===== src/rtl/energy_voice_activity_segmenter_defines.svh =====
// ----------------------------------------------------------------------------
// Assertion macros for the energy voice activity segmenter
// Shorthand for the concurrent checks that close the RTL modules.
// ----------------------------------------------------------------------------
`ifndef ENERGY_VOICE_ACTIVITY_SEGMENTER_DEFINES_SVH
`define ENERGY_VOICE_ACTIVITY_SEGMENTER_DEFINES_SVH

// The consequent must hold in the same cycle as the antecedent.
`define EVAS_ASSERT_SAME(label, clk, rst_n, ante, cons) \
    label: assert property (@(posedge clk) disable iff (!rst_n) (ante) |-> (cons)) \
        else $error("evas: same-cycle check failed");

// The consequent must hold in the cycle after the antecedent.
`define EVAS_ASSERT_NEXT(label, clk, rst_n, ante, cons) \
    label: assert property (@(posedge clk) disable iff (!rst_n) (ante) |=> (cons)) \
        else $error("evas: next-cycle check failed");

`endif


===== src/rtl/evas_pkg.sv =====
// ----------------------------------------------------------------------------
// Energy voice activity segmenter package
// Field widths, register indexes, reset values and shared types.
// ----------------------------------------------------------------------------
package evas_pkg;

    localparam int SAMPLE_W        = 16;
    localparam int SQUARE_W        = 31;
    localparam int ENERGY_W        = 42;
    localparam int THRESH_W        = 31;
    localparam int CFG_LEN_W       = 24;
    localparam int CHUNK_SAMPLES_W = 12;
    localparam int SEG_OUT_W       = 24;
    localparam int CFG_IDX_W       = 2;
    localparam int CFG_DATA_W      = 32;

    typedef enum logic [CFG_IDX_W-1:0] {
        REG_ENERGY_THRESHOLD = 2'd0,
        REG_HANGOVER_SAMPLES = 2'd1,
        REG_MIN_SPEECH       = 2'd2,
        REG_MAX_SPEECH       = 2'd3
    } t_cfg_reg;

    localparam logic [THRESH_W-1:0]  RST_ENERGY_THRESHOLD = 31'd10737418;
    localparam logic [CFG_LEN_W-1:0] RST_HANGOVER_SAMPLES = 24'd12800;
    localparam logic [CFG_LEN_W-1:0] RST_MIN_SPEECH       = 24'd4800;
    localparam logic [CFG_LEN_W-1:0] RST_MAX_SPEECH       = 24'd480000;

    typedef struct packed {
        logic [THRESH_W-1:0]  energy_threshold;
        logic [CFG_LEN_W-1:0] hangover_samples;
        logic [CFG_LEN_W-1:0] min_speech_samples;
        logic [CFG_LEN_W-1:0] max_speech_samples;
    } t_cfg;

    typedef struct packed {
        logic                       chunk_loud;
        logic [ENERGY_W-1:0]        chunk_energy;
        logic [CHUNK_SAMPLES_W-1:0] chunk_samples;
        logic                       speech_started;
        logic                       speech_ended;
        logic                       segment_dropped;
        logic [SEG_OUT_W-1:0]       segment_samples;
        logic                       speaking;
    } t_result;

endpackage


===== src/rtl/evas_if.sv =====
// ----------------------------------------------------------------------------
// Energy voice activity segmenter channel interfaces
// Sample input, per-chunk result output and configuration write channels.
// ----------------------------------------------------------------------------
interface evas_sample_if;
    logic                                valid;
    logic                                ready;
    logic signed [evas_pkg::SAMPLE_W-1:0] sample;
    logic                                chunk_end;

    modport source (output valid, output sample, output chunk_end, input ready);
    modport sink   (input valid, input sample, input chunk_end, output ready);
endinterface

interface evas_result_if;
    logic                                  valid;
    logic                                  ready;
    logic                                  chunk_loud;
    logic [evas_pkg::ENERGY_W-1:0]         chunk_energy;
    logic [evas_pkg::CHUNK_SAMPLES_W-1:0]  chunk_samples;
    logic                                  speech_started;
    logic                                  speech_ended;
    logic                                  segment_dropped;
    logic [evas_pkg::SEG_OUT_W-1:0]        segment_samples;
    logic                                  speaking;

    modport source (
        output valid, output chunk_loud, output chunk_energy, output chunk_samples,
        output speech_started, output speech_ended, output segment_dropped,
        output segment_samples, output speaking, input ready
    );
    modport sink (
        input valid, input chunk_loud, input chunk_energy, input chunk_samples,
        input speech_started, input speech_ended, input segment_dropped,
        input segment_samples, input speaking, output ready
    );
endinterface

interface evas_cfg_if;
    logic                             valid;
    logic                             ready;
    logic [evas_pkg::CFG_IDX_W-1:0]   index;
    logic [evas_pkg::CFG_DATA_W-1:0]  data;

    modport source (output valid, output index, output data, input ready);
    modport sink   (input valid, input index, input data, output ready);
endinterface


===== src/rtl/energy_voice_activity_segmenter.sv =====
// ----------------------------------------------------------------------------
// Energy voice activity segmenter
// Chunk energy test, speech segment tracking with hangover and length limits.
// ----------------------------------------------------------------------------
// The block takes one audio sample per clock cycle while results are
// taken, and returns one result transaction for every sample that carries
// chunk_end, and none for the others. A sample passes through five
// registered stages: input register, squarer, chunk accumulator, threshold
// multiplier and the segment decision that feeds the output register. The
// sustained rate is one sample per cycle while results are taken, chunks of
// a single sample included; it is set by the 42-bit energy accumulator and
// by the segment state (active flag, length, hangover), each of which
// updates once per cycle. Every stage has its own valid bit, so the block
// keeps accepting samples while a result waits to be taken, until the
// stages in front of the waiting result are full. There is no clearing
// pass after reset.
// Configuration writes are accepted in every cycle and must only be issued
// while no chunk result is outstanding.
`include "energy_voice_activity_segmenter_defines.svh"

module energy_voice_activity_segmenter #(
    parameter int MAX_CHUNK   = 2048,
    parameter int LENGTH_BITS = 24
) (
    input  logic          i_clk,
    input  logic          i_rst_n,
    evas_sample_if.sink   i_sample_ch,
    evas_result_if.source o_result_ch,
    evas_cfg_if.sink      i_cfg_ch
);

    // The chunk counter must be able to hold MAX_CHUNK itself.
    localparam int CNT_W   = $clog2(MAX_CHUNK + 1);
    localparam int EW      = evas_pkg::ENERGY_W;
    localparam int LW      = evas_pkg::CFG_LEN_W;
    // Threshold times sample count, the right-hand side of the loudness test.
    localparam int PROD_W  = evas_pkg::THRESH_W + CNT_W;
    localparam int CMP_W   = (PROD_W > EW) ? PROD_W : EW;
    // Saturating segment length sum needs one carry bit over its operands.
    localparam int SUM_W   = ((LENGTH_BITS > CNT_W) ? LENGTH_BITS : CNT_W) + 1;
    localparam int HANG_W  = (LW > CNT_W) ? LW : CNT_W;
    localparam int MAXC_W  = (LENGTH_BITS > LW) ? LENGTH_BITS : LW;
    localparam logic [LENGTH_BITS-1:0] LEN_MAX = {LENGTH_BITS{1'b1}};

    // Configuration registers.
    evas_pkg::t_cfg            r_cfg;

    // Finished chunk handed over by the front end.
    logic                      front_valid;
    logic                      front_ready;
    logic [EW-1:0]             front_energy;
    logic [CNT_W-1:0]          front_count;

    // Product stage.
    logic                      r_d_v;
    logic [EW-1:0]             r_d_energy;
    logic [CNT_W-1:0]          r_d_count;
    logic [PROD_W-1:0]         r_d_prod;

    // Segment state.
    logic                      r_active;
    logic [LENGTH_BITS-1:0]    r_seg_len;
    logic [LW-1:0]             r_hang;

    // Output register.
    logic                      r_e_v;
    evas_pkg::t_result         r_res;

    logic                      e_load;
    logic                      d_load;
    logic                      d_go;
    logic [PROD_W-1:0]         n_prod;
    logic                      loud;
    logic                      start;
    logic                      active_eff;
    logic [LENGTH_BITS-1:0]    seg_base;
    logic [SUM_W-1:0]          seg_sum;
    logic [LENGTH_BITS-1:0]    n_seg_len;
    logic [HANG_W-1:0]         hang_diff;
    logic [LW-1:0]             hang_dec;
    logic [LW-1:0]             n_hang;
    logic                      finish;
    logic                      dropped;
    logic [LENGTH_BITS-1:0]    seg_out;
    evas_pkg::t_result         n_res;

    // ------------------------------------------------------------------
    // Configuration port. Writes are always taken; the stored value is
    // trimmed to the width of the register it lands in.
    // ------------------------------------------------------------------
    assign i_cfg_ch.ready = 1'b1;

    always_ff @(posedge i_clk) begin
        if (!i_rst_n) begin
            r_cfg.energy_threshold   <= evas_pkg::RST_ENERGY_THRESHOLD;
            r_cfg.hangover_samples   <= evas_pkg::RST_HANGOVER_SAMPLES;
            r_cfg.min_speech_samples <= evas_pkg::RST_MIN_SPEECH;
            r_cfg.max_speech_samples <= evas_pkg::RST_MAX_SPEECH;
        end else if (i_cfg_ch.valid) begin
            unique case (evas_pkg::t_cfg_reg'(i_cfg_ch.index))
                evas_pkg::REG_ENERGY_THRESHOLD: begin
                    r_cfg.energy_threshold <= i_cfg_ch.data[evas_pkg::THRESH_W-1:0];
                end
                evas_pkg::REG_HANGOVER_SAMPLES: begin
                    r_cfg.hangover_samples <= i_cfg_ch.data[LW-1:0];
                end
                evas_pkg::REG_MIN_SPEECH: begin
                    r_cfg.min_speech_samples <= i_cfg_ch.data[LW-1:0];
                end
                evas_pkg::REG_MAX_SPEECH: begin
                    r_cfg.max_speech_samples <= i_cfg_ch.data[LW-1:0];
                end
                default: begin
                end
            endcase
        end
    end

    // ------------------------------------------------------------------
    // Front end: input register, squarer and chunk accumulator.
    // ------------------------------------------------------------------
    evas_energy_front #(
        .MAX_CHUNK (MAX_CHUNK),
        .CNT_W     (CNT_W)
    ) u_front (
        .i_clk       (i_clk),
        .i_rst_n     (i_rst_n),
        .i_sample_ch (i_sample_ch),
        .o_valid     (front_valid),
        .i_ready     (front_ready),
        .o_energy    (front_energy),
        .o_count     (front_count)
    );

    // ------------------------------------------------------------------
    // Stage flow. Each stage moves on when the one after it is empty or
    // is itself moving on in the same cycle.
    // ------------------------------------------------------------------
    assign e_load      = !r_e_v || o_result_ch.ready;
    assign d_go        = r_d_v && e_load;
    assign d_load      = !r_d_v || e_load;
    assign front_ready = d_load;

    // The threshold is scaled by the saturated sample count of the chunk,
    // which keeps the comparison in squared-sample units and needs no
    // division by the count.
    assign n_prod = PROD_W'(r_cfg.energy_threshold) * PROD_W'(front_count);

    always_ff @(posedge i_clk) begin
        if (!i_rst_n) begin
            r_d_v <= 1'b0;
        end else if (d_load) begin
            r_d_v <= front_valid;
        end
    end

    always_ff @(posedge i_clk) begin
        if (d_load && front_valid) begin
            r_d_energy <= front_energy;
            r_d_count  <= front_count;
            r_d_prod   <= n_prod;
        end
    end

    // ------------------------------------------------------------------
    // Segment decision.
    // ------------------------------------------------------------------
    always_comb begin
        loud       = CMP_W'(r_d_energy) > CMP_W'(r_d_prod);
        // A loud chunk while no segment is open starts a fresh one.
        start      = loud && !r_active;
        active_eff = r_active || loud;
        seg_base   = start ? '0 : r_seg_len;

        // Every chunk of an open segment lengthens it, saturating at the
        // largest value the length register holds.
        seg_sum    = SUM_W'(seg_base) + SUM_W'(r_d_count);
        n_seg_len  = (seg_sum > SUM_W'(LEN_MAX)) ? LEN_MAX : seg_sum[LENGTH_BITS-1:0];

        // Loud chunks reload the hangover, quiet ones count it down to zero.
        hang_diff  = HANG_W'(r_hang) - HANG_W'(r_d_count);
        hang_dec   = (HANG_W'(r_hang) > HANG_W'(r_d_count)) ? hang_diff[LW-1:0] : '0;
        n_hang     = loud ? r_cfg.hangover_samples : hang_dec;

        // The segment closes when the hangover runs out or it reaches the
        // maximum length; a short one is discarded rather than reported.
        finish     = active_eff && ((n_hang == '0) ||
                     (MAXC_W'(n_seg_len) >= MAXC_W'(r_cfg.max_speech_samples)));
        dropped    = finish &&
                     (MAXC_W'(n_seg_len) < MAXC_W'(r_cfg.min_speech_samples));
        seg_out    = active_eff ? n_seg_len : r_seg_len;

        n_res.chunk_loud      = loud;
        n_res.chunk_energy    = r_d_energy;
        n_res.chunk_samples   = evas_pkg::CHUNK_SAMPLES_W'(r_d_count);
        n_res.speech_started  = start;
        n_res.speech_ended    = finish && !dropped;
        n_res.segment_dropped = dropped;
        n_res.segment_samples = evas_pkg::SEG_OUT_W'(seg_out);
        n_res.speaking        = active_eff && !finish;
    end

    always_ff @(posedge i_clk) begin
        if (!i_rst_n) begin
            r_active  <= 1'b0;
            r_seg_len <= '0;
            r_hang    <= '0;
            r_e_v     <= 1'b0;
        end else begin
            if (e_load) begin
                r_e_v <= r_d_v;
            end
            if (d_go) begin
                if (finish) begin
                    r_active  <= 1'b0;
                    r_seg_len <= '0;
                    r_hang    <= '0;
                end else if (active_eff) begin
                    r_active  <= 1'b1;
                    r_seg_len <= n_seg_len;
                    r_hang    <= n_hang;
                end
            end
        end
    end

    always_ff @(posedge i_clk) begin
        if (d_go) begin
            r_res <= n_res;
        end
    end

    assign o_result_ch.valid           = r_e_v;
    assign o_result_ch.chunk_loud      = r_res.chunk_loud;
    assign o_result_ch.chunk_energy    = r_res.chunk_energy;
    assign o_result_ch.chunk_samples   = r_res.chunk_samples;
    assign o_result_ch.speech_started  = r_res.speech_started;
    assign o_result_ch.speech_ended    = r_res.speech_ended;
    assign o_result_ch.segment_dropped = r_res.segment_dropped;
    assign o_result_ch.segment_samples = r_res.segment_samples;
    assign o_result_ch.speaking        = r_res.speaking;

    `EVAS_ASSERT_SAME(a_closed_not_speaking, i_clk, i_rst_n,
                      r_e_v && (r_res.speech_ended || r_res.segment_dropped), !r_res.speaking)
    `EVAS_ASSERT_SAME(a_end_or_drop, i_clk, i_rst_n, r_e_v,
                      !(r_res.speech_ended && r_res.segment_dropped))
    `EVAS_ASSERT_SAME(a_start_needs_loud, i_clk, i_rst_n, r_e_v && r_res.speech_started,
                      r_res.chunk_loud)
    `EVAS_ASSERT_SAME(a_idle_state_clear, i_clk, i_rst_n, !r_active,
                      (r_seg_len == '0) && (r_hang == '0))

endmodule


===== src/rtl/evas_energy_front.sv =====
// ----------------------------------------------------------------------------
// Energy voice activity segmenter chunk energy front end
// Registers samples, squares them and accumulates energy and count per chunk.
// ----------------------------------------------------------------------------
`include "energy_voice_activity_segmenter_defines.svh"

module evas_energy_front #(
    parameter int MAX_CHUNK = 2048,
    parameter int CNT_W     = 12
) (
    input  logic                          i_clk,
    input  logic                          i_rst_n,
    evas_sample_if.sink                   i_sample_ch,
    output logic                          o_valid,
    input  logic                          i_ready,
    output logic [evas_pkg::ENERGY_W-1:0] o_energy,
    output logic [CNT_W-1:0]              o_count
);

    localparam int EW = evas_pkg::ENERGY_W;

    // Input stage.
    logic                                 r_a_v;
    logic signed [evas_pkg::SAMPLE_W-1:0] r_a_sample;
    logic                                 r_a_end;
    // Square stage.
    logic                                 r_b_v;
    logic [evas_pkg::SQUARE_W-1:0]        r_b_sq;
    logic                                 r_b_end;
    // Running chunk accumulators.
    logic [EW-1:0]                        r_acc;
    logic [CNT_W-1:0]                     r_cnt;
    // Finished chunk stage.
    logic                                 r_c_v;
    logic [EW-1:0]                        r_c_energy;
    logic [CNT_W-1:0]                     r_c_count;

    logic                                 c_load;
    logic                                 b_go;
    logic                                 b_load;
    logic                                 a_go;
    logic                                 a_load;
    logic                                 accept;
    logic signed [31:0]                   square_s;
    logic [EW:0]                          acc_sum;
    logic [EW-1:0]                        n_acc;
    logic [CNT_W-1:0]                     n_cnt;

    // A sample that does not close a chunk is absorbed into the accumulators
    // and never waits for the finished chunk stage.
    assign c_load = !r_c_v || i_ready;
    assign b_go   = r_b_v && (!r_b_end || c_load);
    assign b_load = !r_b_v || b_go;
    assign a_go   = r_a_v && b_load;
    assign a_load = !r_a_v || a_go;
    assign accept = i_sample_ch.valid && a_load;

    assign i_sample_ch.ready = a_load;

    assign square_s = r_a_sample * r_a_sample;
    assign acc_sum  = {1'b0, r_acc} + (EW + 1)'(r_b_sq);
    assign n_acc    = acc_sum[EW] ? {EW{1'b1}} : acc_sum[EW-1:0];
    assign n_cnt    = (r_cnt < CNT_W'(MAX_CHUNK)) ? r_cnt + 1'b1 : r_cnt;

    always_ff @(posedge i_clk) begin
        if (!i_rst_n) begin
            r_a_v <= 1'b0;
            r_b_v <= 1'b0;
            r_c_v <= 1'b0;
            r_acc <= '0;
            r_cnt <= '0;
        end else begin
            if (a_load) begin
                r_a_v <= accept;
            end
            if (b_load) begin
                r_b_v <= a_go;
            end
            if (c_load) begin
                r_c_v <= b_go && r_b_end;
            end
            if (b_go) begin
                if (r_b_end) begin
                    r_acc <= '0;
                    r_cnt <= '0;
                end else begin
                    r_acc <= n_acc;
                    r_cnt <= n_cnt;
                end
            end
        end
    end

    always_ff @(posedge i_clk) begin
        if (accept) begin
            r_a_sample <= i_sample_ch.sample;
            r_a_end    <= i_sample_ch.chunk_end;
        end
        if (a_go) begin
            r_b_sq  <= square_s[evas_pkg::SQUARE_W-1:0];
            r_b_end <= r_a_end;
        end
        if (b_go && r_b_end) begin
            r_c_energy <= n_acc;
            r_c_count  <= n_cnt;
        end
    end

    assign o_valid  = r_c_v;
    assign o_energy = r_c_energy;
    assign o_count  = r_c_count;

    `EVAS_ASSERT_SAME(a_cnt_bounded, i_clk, i_rst_n, 1'b1, r_cnt <= CNT_W'(MAX_CHUNK))
    `EVAS_ASSERT_SAME(a_chunk_not_empty, i_clk, i_rst_n, r_c_v, r_c_count != '0)
    `EVAS_ASSERT_NEXT(a_chunk_held, i_clk, i_rst_n, r_c_v && !i_ready,
                      r_c_v && $stable(r_c_energy) && $stable(r_c_count))

endmodule


===== src/flat_wrapper.sv =====
// flat-port wrapper written by rule: the top's interface ports become plain ports
module energy_voice_activity_segmenter_flat 
#(
    parameter int MAX_CHUNK   = 2048,
    parameter int LENGTH_BITS = 24
)
  (i_clk, i_rst_n, i_sample_ch_valid, i_sample_ch_sample, i_sample_ch_chunk_end, i_sample_ch_ready, o_result_ch_valid, o_result_ch_chunk_loud, o_result_ch_chunk_energy, o_result_ch_chunk_samples, o_result_ch_speech_started, o_result_ch_speech_ended, o_result_ch_segment_dropped, o_result_ch_segment_samples, o_result_ch_speaking, o_result_ch_ready, i_cfg_ch_valid, i_cfg_ch_index, i_cfg_ch_data, i_cfg_ch_ready);
  evas_sample_if i_sample_ch_i ();
  evas_result_if o_result_ch_i ();
  evas_cfg_if i_cfg_ch_i ();
  input  logic i_clk;
  input  logic i_rst_n;
  input wire logic [$bits(i_sample_ch_i.valid)-1:0] i_sample_ch_valid;
  input wire logic [$bits(i_sample_ch_i.sample)-1:0] i_sample_ch_sample;
  input wire logic [$bits(i_sample_ch_i.chunk_end)-1:0] i_sample_ch_chunk_end;
  output wire logic [$bits(i_sample_ch_i.ready)-1:0] i_sample_ch_ready;
  output wire logic [$bits(o_result_ch_i.valid)-1:0] o_result_ch_valid;
  output wire logic [$bits(o_result_ch_i.chunk_loud)-1:0] o_result_ch_chunk_loud;
  output wire logic [$bits(o_result_ch_i.chunk_energy)-1:0] o_result_ch_chunk_energy;
  output wire logic [$bits(o_result_ch_i.chunk_samples)-1:0] o_result_ch_chunk_samples;
  output wire logic [$bits(o_result_ch_i.speech_started)-1:0] o_result_ch_speech_started;
  output wire logic [$bits(o_result_ch_i.speech_ended)-1:0] o_result_ch_speech_ended;
  output wire logic [$bits(o_result_ch_i.segment_dropped)-1:0] o_result_ch_segment_dropped;
  output wire logic [$bits(o_result_ch_i.segment_samples)-1:0] o_result_ch_segment_samples;
  output wire logic [$bits(o_result_ch_i.speaking)-1:0] o_result_ch_speaking;
  input wire logic [$bits(o_result_ch_i.ready)-1:0] o_result_ch_ready;
  input wire logic [$bits(i_cfg_ch_i.valid)-1:0] i_cfg_ch_valid;
  input wire logic [$bits(i_cfg_ch_i.index)-1:0] i_cfg_ch_index;
  input wire logic [$bits(i_cfg_ch_i.data)-1:0] i_cfg_ch_data;
  output wire logic [$bits(i_cfg_ch_i.ready)-1:0] i_cfg_ch_ready;
  assign i_sample_ch_i.valid = i_sample_ch_valid;
  assign i_sample_ch_i.sample = i_sample_ch_sample;
  assign i_sample_ch_i.chunk_end = i_sample_ch_chunk_end;
  assign i_sample_ch_ready = i_sample_ch_i.ready;
  assign o_result_ch_valid = o_result_ch_i.valid;
  assign o_result_ch_chunk_loud = o_result_ch_i.chunk_loud;
  assign o_result_ch_chunk_energy = o_result_ch_i.chunk_energy;
  assign o_result_ch_chunk_samples = o_result_ch_i.chunk_samples;
  assign o_result_ch_speech_started = o_result_ch_i.speech_started;
  assign o_result_ch_speech_ended = o_result_ch_i.speech_ended;
  assign o_result_ch_segment_dropped = o_result_ch_i.segment_dropped;
  assign o_result_ch_segment_samples = o_result_ch_i.segment_samples;
  assign o_result_ch_speaking = o_result_ch_i.speaking;
  assign o_result_ch_i.ready = o_result_ch_ready;
  assign i_cfg_ch_i.valid = i_cfg_ch_valid;
  assign i_cfg_ch_i.index = i_cfg_ch_index;
  assign i_cfg_ch_i.data = i_cfg_ch_data;
  assign i_cfg_ch_ready = i_cfg_ch_i.ready;
  energy_voice_activity_segmenter #(.MAX_CHUNK(MAX_CHUNK), .LENGTH_BITS(LENGTH_BITS)) u_core (.i_clk(i_clk), .i_rst_n(i_rst_n), .i_sample_ch(i_sample_ch_i), .o_result_ch(o_result_ch_i), .i_cfg_ch(i_cfg_ch_i));
endmodule

===== config.mk =====
export PLATFORM = sky130hd
export DESIGN_NAME = energy_voice_activity_segmenter_flat
export DESIGN_NICKNAME = d
export VERILOG_FILES = /design/src/rtl/evas_pkg.sv /design/src/rtl/evas_if.sv /design/src/rtl/energy_voice_activity_segmenter.sv /design/src/rtl/evas_energy_front.sv /design/src/flat_wrapper.sv
export VERILOG_INCLUDE_DIRS = /design/src /design/src/rtl
export SDC_FILE = /design/constraint.sdc
export NUM_CORES = 2
export LEC_CHECK = 0
export BUFFER_PORTS_ARGS = -buffer_cell sky130_fd_sc_hd__buf_2
export CORE_AREA = 2 2 330 332
export DETAILED_ROUTE_END_ITERATION = 6
export DIE_AREA = 0 0 332 334
export GPL_ROUTABILITY_DRIVEN = 0
export HOLD_SLACK_MARGIN = 0.03
export SYNTH_ARGS = -nofsm -noshare
export SYNTH_HDL_FRONTEND = slang
export SYNTH_SLANG_ARGS = --single-unit

===== constraint.sdc =====
create_clock -name i_clk -period 11.1 [get_ports i_clk]
set_input_delay 2.22 -clock i_clk [delete_from_list [all_inputs] [get_ports i_clk]]
set_output_delay 2.22 -clock i_clk [all_outputs]
set_load 0.02 [all_outputs]

# [Yosys cells after proc, flatten, opt, wreduce, memory -nomap -nowiden]
# Cells that the tools add are included.
[word_totals] register_bits=494 output_inout_bits=86 input_bits=56 elab_cells=96
[op_classes] mul=2 n_mux=14 add_sub_neg=4 n_lt_le_gt_ge=6 reduce_logical=36 eq_ne=3
[ops] cell="two-way mux 24 bit" count=8
[ops] cell="two-way mux 42 bit" count=2
[ops] cell="adder 42 x 31 -> 43 bit" count=1
[ops] cell="> comparator 42 x 43 -> 1 bit" count=1
[ops] cell="multiplier 31 x 12 -> 43 bit" count=1
[ops] cell="multiplier 16 x 16 -> 31 bit" count=1
[ops] cell="adder 24 x 12 -> 25 bit" count=1
[ops] cell="> comparator 25 x 24 -> 1 bit (second input constant)" count=1
[ops] cell=">= comparator 24 bit" count=1
[ops] cell="> comparator 24 x 12 -> 1 bit" count=1
[ops] cell="zero test 24 bit" count=1
[ops] cell="less-than comparator 24 bit" count=1
[ops] cell="two-way mux 12 bit" count=2
[ops] cell="subtractor 24 x 12 -> 24 bit" count=1
[ops] cell="adder 12 x 1 -> 12 bit (second input constant)" count=1
[ops] cell="less-than comparator 12 bit (second input constant)" count=1
[ops] cell="logical AND 1 bit" count=11
[ops] cell="AND reduction 2 bit" count=5
[ops] cell="zero test 1 bit" count=9
[ops] cell="logical OR 1 bit" count=8
[ops] cell="equality test 2 bit (second input constant)" count=2
[ops] cell="equality test 2 x 1 -> 1 bit (second input constant)" count=1
[ops] cell="zero test 2 bit" count=1
[ops] cell="two-way mux 1 bit" count=2
[ops] cell="nonzero test 2 bit" count=1

# [Longest topological paths before layout]
[depth] word_depth=12 mapped_depth=36 ltp_nobuf=33

# [Hierarchy]
# A second synthesis with hierarchy kept.
[unflattened] cells_unflattened=4417 hier_area_um2=42937.4
[by_module_without_submodules] module="energy_voice_activity_segmenter" area_per_inst_um2=26790.7 cells_each=2796 seq_area_each_um2=8488.1 instances=1
[by_module_without_submodules] module="evas_energy_front" area_per_inst_um2=16146.7 cells_each=1621 seq_area_each_um2=4204.0 instances=1

# [Worst setup path before layout]
# OpenSTA, ideal clock, no wires.
[synth_path] path_kind="flip-flop to flip-flop" start="register u_core.r_d_energy[1]" end="register u_core.r_hang[11]" arrival_time_ns=7.395 path_stages_with_launch=35 period_less_slack_ns=7.464 path_slack_ns=3.636 required_ns=11.031 cell_sequence="edfxtp_1 -> ha_1 -> nor2b_1 -> o21ai_1 -> a21oi_1 -> a2111oi_2 -> o21ai_1 -> a2111o_1 -> nand3_1 -> clkbuf_1 -> clkbuf_1 -> and2_1 -> ha_1 -> inv_1 -> fa_1 -> nand2b_1 -> a21oi_1 -> o211ai_1 -> a21oi_1 -> nor2b_1 -> a21oi_1 -> or4b_4 -> o21ai_0 -> ha_1 -> a21o_1 -> a21o_1 -> a2111oi_0 -> nand3_1 -> a21oi_1 -> nor2_1 -> a211oi_2 -> a21oi_1 -> or3_4 -> buf_6 -> o21ai_1"
[synth_between] elab_chain_cells=11 elab_cells_between_ends=16
[synth_rtl] item="start: declaration" line="energy_voice_activity_segmenter.sv:56" text="logic [EW-1:0] r_d_energy;"
[synth_rtl] item="start signal: assignment" line="energy_voice_activity_segmenter.sv:159" text="r_d_energy <= front_energy;"
[synth_rtl] item="> comparator 42 x 43 -> 1 bit *" line="energy_voice_activity_segmenter.sv:169" text="loud = CMP_W'(r_d_energy) > CMP_W'(r_d_prod);"
[synth_rtl] item="logical AND 1 bit" line="energy_voice_activity_segmenter.sv:171" text="start = loud && !r_active;"
[synth_rtl] item="two-way mux 24 bit" line="energy_voice_activity_segmenter.sv:173" text="seg_base = start ? '0 : r_seg_len;"
[synth_rtl] item="adder 24 x 12 -> 25 bit" line="energy_voice_activity_segmenter.sv:177" text="seg_sum = SUM_W'(seg_base) + SUM_W'(r_d_count);"
[synth_rtl] item="> comparator 25 x 24 -> 1 bit" line="energy_voice_activity_segmenter.sv:178" text="n_seg_len = (seg_sum > SUM_W'(LEN_MAX)) ? LEN_MAX : seg_sum[LENGTH_BITS-1:0];"
[synth_rtl] item="two-way mux 24 bit" line="energy_voice_activity_segmenter.sv:178"
[synth_rtl] item=">= comparator 24 bit" line="energy_voice_activity_segmenter.sv:188" text="(MAXC_W'(n_seg_len) >= MAXC_W'(r_cfg.max_speech_samples)));"
[synth_rtl] item="logical OR 1 bit" line="energy_voice_activity_segmenter.sv:187" text="finish = active_eff && ((n_hang == '0) ||"
[synth_rtl] item="logical AND 1 bit" line="energy_voice_activity_segmenter.sv:187"
[synth_rtl] item="nonzero test 2 bit (no source line)"
[synth_rtl] item="AND reduction 2 bit (no source line)"
[synth_rtl] item="end signal: assignment" line="energy_voice_activity_segmenter.sv:221" text="r_hang <= n_hang;"
[synth_rtl] item="end: declaration" line="energy_voice_activity_segmenter.sv:63" text="logic [LW-1:0] r_hang;"
# Mark *: on every way between the ends. The rest lies on a longest branch, timed or not. The select of a mux whose other input is x is not followed.
# A chain may end at the register's enable or synchronous reset.

# [Worst setup path after layout]
[layout_path] start="register u_core.r_d_energy[40]" end="register u_core.r_seg_len[19]"
[layout_between] elab_chain_cells=10 elab_cells_between_ends=14
[layout_rtl] item="> comparator 42 x 43 -> 1 bit *" line="energy_voice_activity_segmenter.sv:169"
[layout_rtl] item="logical AND 1 bit" line="energy_voice_activity_segmenter.sv:171"
[layout_rtl] item="two-way mux 24 bit" line="energy_voice_activity_segmenter.sv:173"
[layout_rtl] item="adder 24 x 12 -> 25 bit" line="energy_voice_activity_segmenter.sv:177"
[layout_rtl] item="> comparator 25 x 24 -> 1 bit" line="energy_voice_activity_segmenter.sv:178"
[layout_rtl] item="two-way mux 24 bit" line="energy_voice_activity_segmenter.sv:178"
[layout_rtl] item=">= comparator 24 bit" line="energy_voice_activity_segmenter.sv:188"
[layout_rtl] item="logical OR 1 bit" line="energy_voice_activity_segmenter.sv:187"
[layout_rtl] item="logical AND 1 bit" line="energy_voice_activity_segmenter.sv:187"
[layout_rtl] item="two-way mux 24 bit *" line="energy_voice_activity_segmenter.sv:214" text="if (finish) begin"
[layout_rtl] item="end signal: assignment" line="energy_voice_activity_segmenter.sv:220" text="r_seg_len <= n_seg_len;"
[layout_rtl] item="end: declaration" line="energy_voice_activity_segmenter.sv:62" text="logic [LENGTH_BITS-1:0] r_seg_len;"
# Mark *: on every way between the ends. The rest lies on a longest branch, timed or not.

==> results.py <==
metrics = {
    "synthesis": {
        "synthCells": 4335,
        "syn-num-nets": 5219,
        "syn-cell-area_mm2": 0.0425,
        "seq_area_frac_synth_pct": 29.8,
        "synth_seq_cells": 493,
        "ys.flop_type": "edfxtp_1",
        "syn_area_per_cell_um2": 9.81,
        "synth_edf_count": 282,
        "synth_cell_types": 91,
        "yosysWarnings": 0,
        "synthArstFlopShare_pct": 0,
    },
    "sta": {
        "whs_ps": 413,
        "setup_tns_ps": 0,
        "rsz0062_at_grt": "false",
        "fin_ws_ps": 1900,
        "min_period_ps": 9200,
        "relSlewSlack_pct": 15.9,
        "slew_viol_final": 0,
        "finalClockSkew_ps": 57.0,
        "fmax_mhz": 109,
        "finalSetupViolations": 0,
        "finalCritPeriodShare_pct": 82.9,
        "hold_violations": 0,
        "tightest_slew_ps": 1250,
    },
    "pwr": {
        "combPwrFrac_pct": 68.0,
        "vdd_drop_max_uv": 506,
        "seqPwrFrac_pct": 18.8,
        "leakage_nw": 20.8,
        "clock_power_share_pct": 13.3,
        "switchingPower_w": 0.00631,
        "power_w": 0.0143,
        "internal-power_w": 0.00800,
        "sw_frac_of_total_pct": 44.1,
        "power_density_mw_per_mm2": 308,
    },
    "route": {
        "drc_errors": 0,
        "avgViaCountPerCell": 5.05,
        "wl_met2_um": 49800,
        "met1_length_um": 45300,
        "wl_um": 101000,
        "drt_iter0_markers": 1744,
        "antenna_left": 0,
        "dr_wl_met3_um": 3910,
        "dr.pass1.iters": 5,
        "top_layer": "met4",
        "dr_total_vias": 29500,
        "wl_per_cell_um": 17.3,
    },
    "clocking": {
        "cts_tree": "built",
        "cts.clk_slew.worst_paths_ps": 60,
        "clock_latency_ps": 670,
        "numClockSinks": 493,
        "clock_tree.root_cell": "clkbuf_16",
        "cts_buffer_depth": 3,
        "cts_buffers": 56,
        "htreeDepth": 2,
        "cts_hold_buf": 0,
        "post_cts_resized": 0,
        "post_cts_buffers": 0,
    },
    "setup_path": {
        "cpPeakStageDelay_ps": 850,
        "r2r_cells": 32,
        "crit_required_ps": 11680,
        "crit_path_start_kind": "flip-flop",
        "critPathKind": "reg -> reg",
        "crit_fanout": 20,
        "cp-end-kind": "flip-flop",
        "r2r_setup_slack_ps": 1900,
        "critPathArrivalTime_ps": 9780,
        "critical_path.startpoint": "u_core.r_d_energy[40]$_DFFE_PP_",
        "cp_common_cell": "a21oi_1",
        "slowest_stage": "nor2_2",
        "r2r-start": "u_core.r_d_energy[40]$_DFFE_PP_",
    },
    "final_layout": {
        "nNetsFinal": 5274,
        "regArea_mm2": 0.0127,
        "area.growth.synth_to_final_pct": 9.30,
        "final_layout_size_suffix_gt1_share_pct": 8.02,
        "layout_commonest_cell": "inv_1",
        "finalNonFillerCells": 5853,
        "final_cell_mix": "inv_1 (699), nand2_1 (667), fa_1 (525), ha_1 (303), edfxtp_1 (282)",
        "multi_input_area_mm2": 0.0265,
        "fillers": 10400,
    },
    "placed_design": {
        "preCtsSetupSlack_ps": 1990,
        "port_buffers": 139,
        "placedCellCount": 5746,
        "dp_hpwl_um": 79700,
    },
    "floorplan": {
        "ios": 142,
        "start_util_pct": 39.5,
        "die_w_um": 332,
        "die_y_um": 334,
        "die_area_mm2": 0.111,
        "rows": 121,
        "core_mm2": 0.108,
    },
    "status": {
        "status": "finished clean",
    },
    "flow_run": {
        "drv_cap": 0,
    },
    "min_path": {
        "holdCritPathClass": "reg -> reg",
        "hp-start": "u_core.u_front.o_energy[22]$_DFFE_PP_",
        "hold_depth": 0,
    },
    "grt": {
        "grt_usage_pct": 18.6,
        "grt_pass1_wl_um": 166000,
        "grt_max_degree": 85,
        "antenna_found_initial": 3,
        "grt_pass1_vias": 30500,
        "gr-total-overflow": 0,
    },
}
[metrics by stage]
stage / util, % / cell area (um^2)
after global routing: 43.1 / 46500
after floorplan: - / 42500
after global placement: 41.4 / 44600
after CTS: 43.1 / 46500
final: 43.1 / 46500
after detailed placement: 41.4 / 44600
[flip-flops by register name, indices dropped and copies added (netlist names), 16 cells and up]
| name | count |
|---|---|
| u_core.r_seg_len | 24 |
| u_core.r_hang | 24 |
| u_core.u_front.r_a_sample | 16 |
| u_core.o_result_ch.segment_samples | 24 |
| u_core.r_d_energy | 42 |
| u_core.u_front.o_energy | 42 |
| u_core.r_cfg | 103 |
| u_core.u_front.r_b_sq | 30 |
| u_core.r_d_prod | 43 |
| u_core.u_front.r_acc | 42 |
| u_core.o_result_ch.chunk_energy | 42 |
[kinds of logic after synthesis]
group	share of synthesized area, %
XOR/XNOR	2.92
other	0.00881
adder cells (fa/ha/maj)	33.6
buffers and inverters	7.91
AO/OA/AOI/OAI	10.7
flip-flops	29.8
AND/OR/NAND/NOR	14.4
multiplexers	0.576
[path summary, 6_finish.rpt]
check | endpoint
setup / recovery | u_core.r_seg_len[19]$_SDFFE_PN0P_
hold / removal | u_core.r_d_energy[22]$_DFFE_PP_
setup reg to reg | u_core.r_seg_len[19]$_SDFFE_PN0P_
hold reg to reg | u_core.r_d_energy[22]$_DFFE_PP_
[area by class of cell]
class | instances | area share (%)
Timing Repair Buffer | 175 | 2.08
Clock inverter | 36 | 0.823
Sequential cell | 493 | 27.3
Tap cell | 1414 | 3.80
Multi-Input combinational cell | 2961 | 57.0
Clock buffer | 70 | 3.30
Inverter | 703 | 5.68
Antenna cell | 1 | 0.00538
[cells in the mapped netlist (5+ instances only)]
cell	number	area share [%]
nand3_1	70	0.82
a211oi_1	19	0.34
a21oi_1	192	2.3
ha_1	303	8.9
inv_1	700	6.2
o21bai_1	18	0.32
or2_2	7	0.10
o21ai_0	83	0.98
o21ai_2	19	0.39
clkbuf_1	154	1.4
a221oi_1	6	0.12
a22oi_1	9	0.16
nor3b_1	11	0.19
o31a_1	11	0.23
a22o_1	54	1.1
or3_1	18	0.26
and2_1	197	2.9
o211ai_1	26	0.46
fa_1	525	25
and3_1	29	0.43
a31oi_1	16	0.24
buf_1	5	0.044
nand4_1	28	0.41
nand3b_1	5	0.088
o2111ai_1	5	0.10
o21a_1	27	0.48
edfxtp_1	282	20
a2111oi_0	5	0.10
nor3_1	51	0.60
o21ai_1	7	0.082
xor2_1	48	0.99
dfxtp_1	211	9.9
a21o_1	64	1.1
a21boi_0	43	0.76
xnor2_1	94	1.9
nor4_1	14	0.21
nand2_1	667	5.9
buf_2	12	0.14
o211a_1	6	0.14
o31ai_1	7	0.12
mux2_2	20	0.53
nor2b_1	28	0.41
nor2_1	119	1.0
nand2b_1	26	0.38
[power by group through the flow]
stage          logic [W]  clock network (W)  registers (W)
2_1_floorplan    0.00778                  0        0.00267
3_3_place_gp     0.00965                  0        0.00273
3_5_place_dp     0.00977                  0        0.00273
4_1_cts          0.00988            0.00195        0.00269
5_1_grt           0.0112            0.00201        0.00270
6_report         0.00972            0.00190        0.00269
[worst max-delay path, delay by kind of cell (launching register included)]
kind,cells,cell delay [ps]
AOI/OAI and AO/OA,12,2960
adders and majority gates,4,1100
buffers and inverters,3,480
DFF,1,390
and+or+nand+nor,13,4150
[per-layer routing]
metal,vias to the layer above,global-route usage (%)
met2,505,32.1
li1,14200,-
met3,130,1.98
met1,14700,24.7
met5,-,0
met4,0,5.32
No activity file was read; power rests on OpenSTA's default activity.
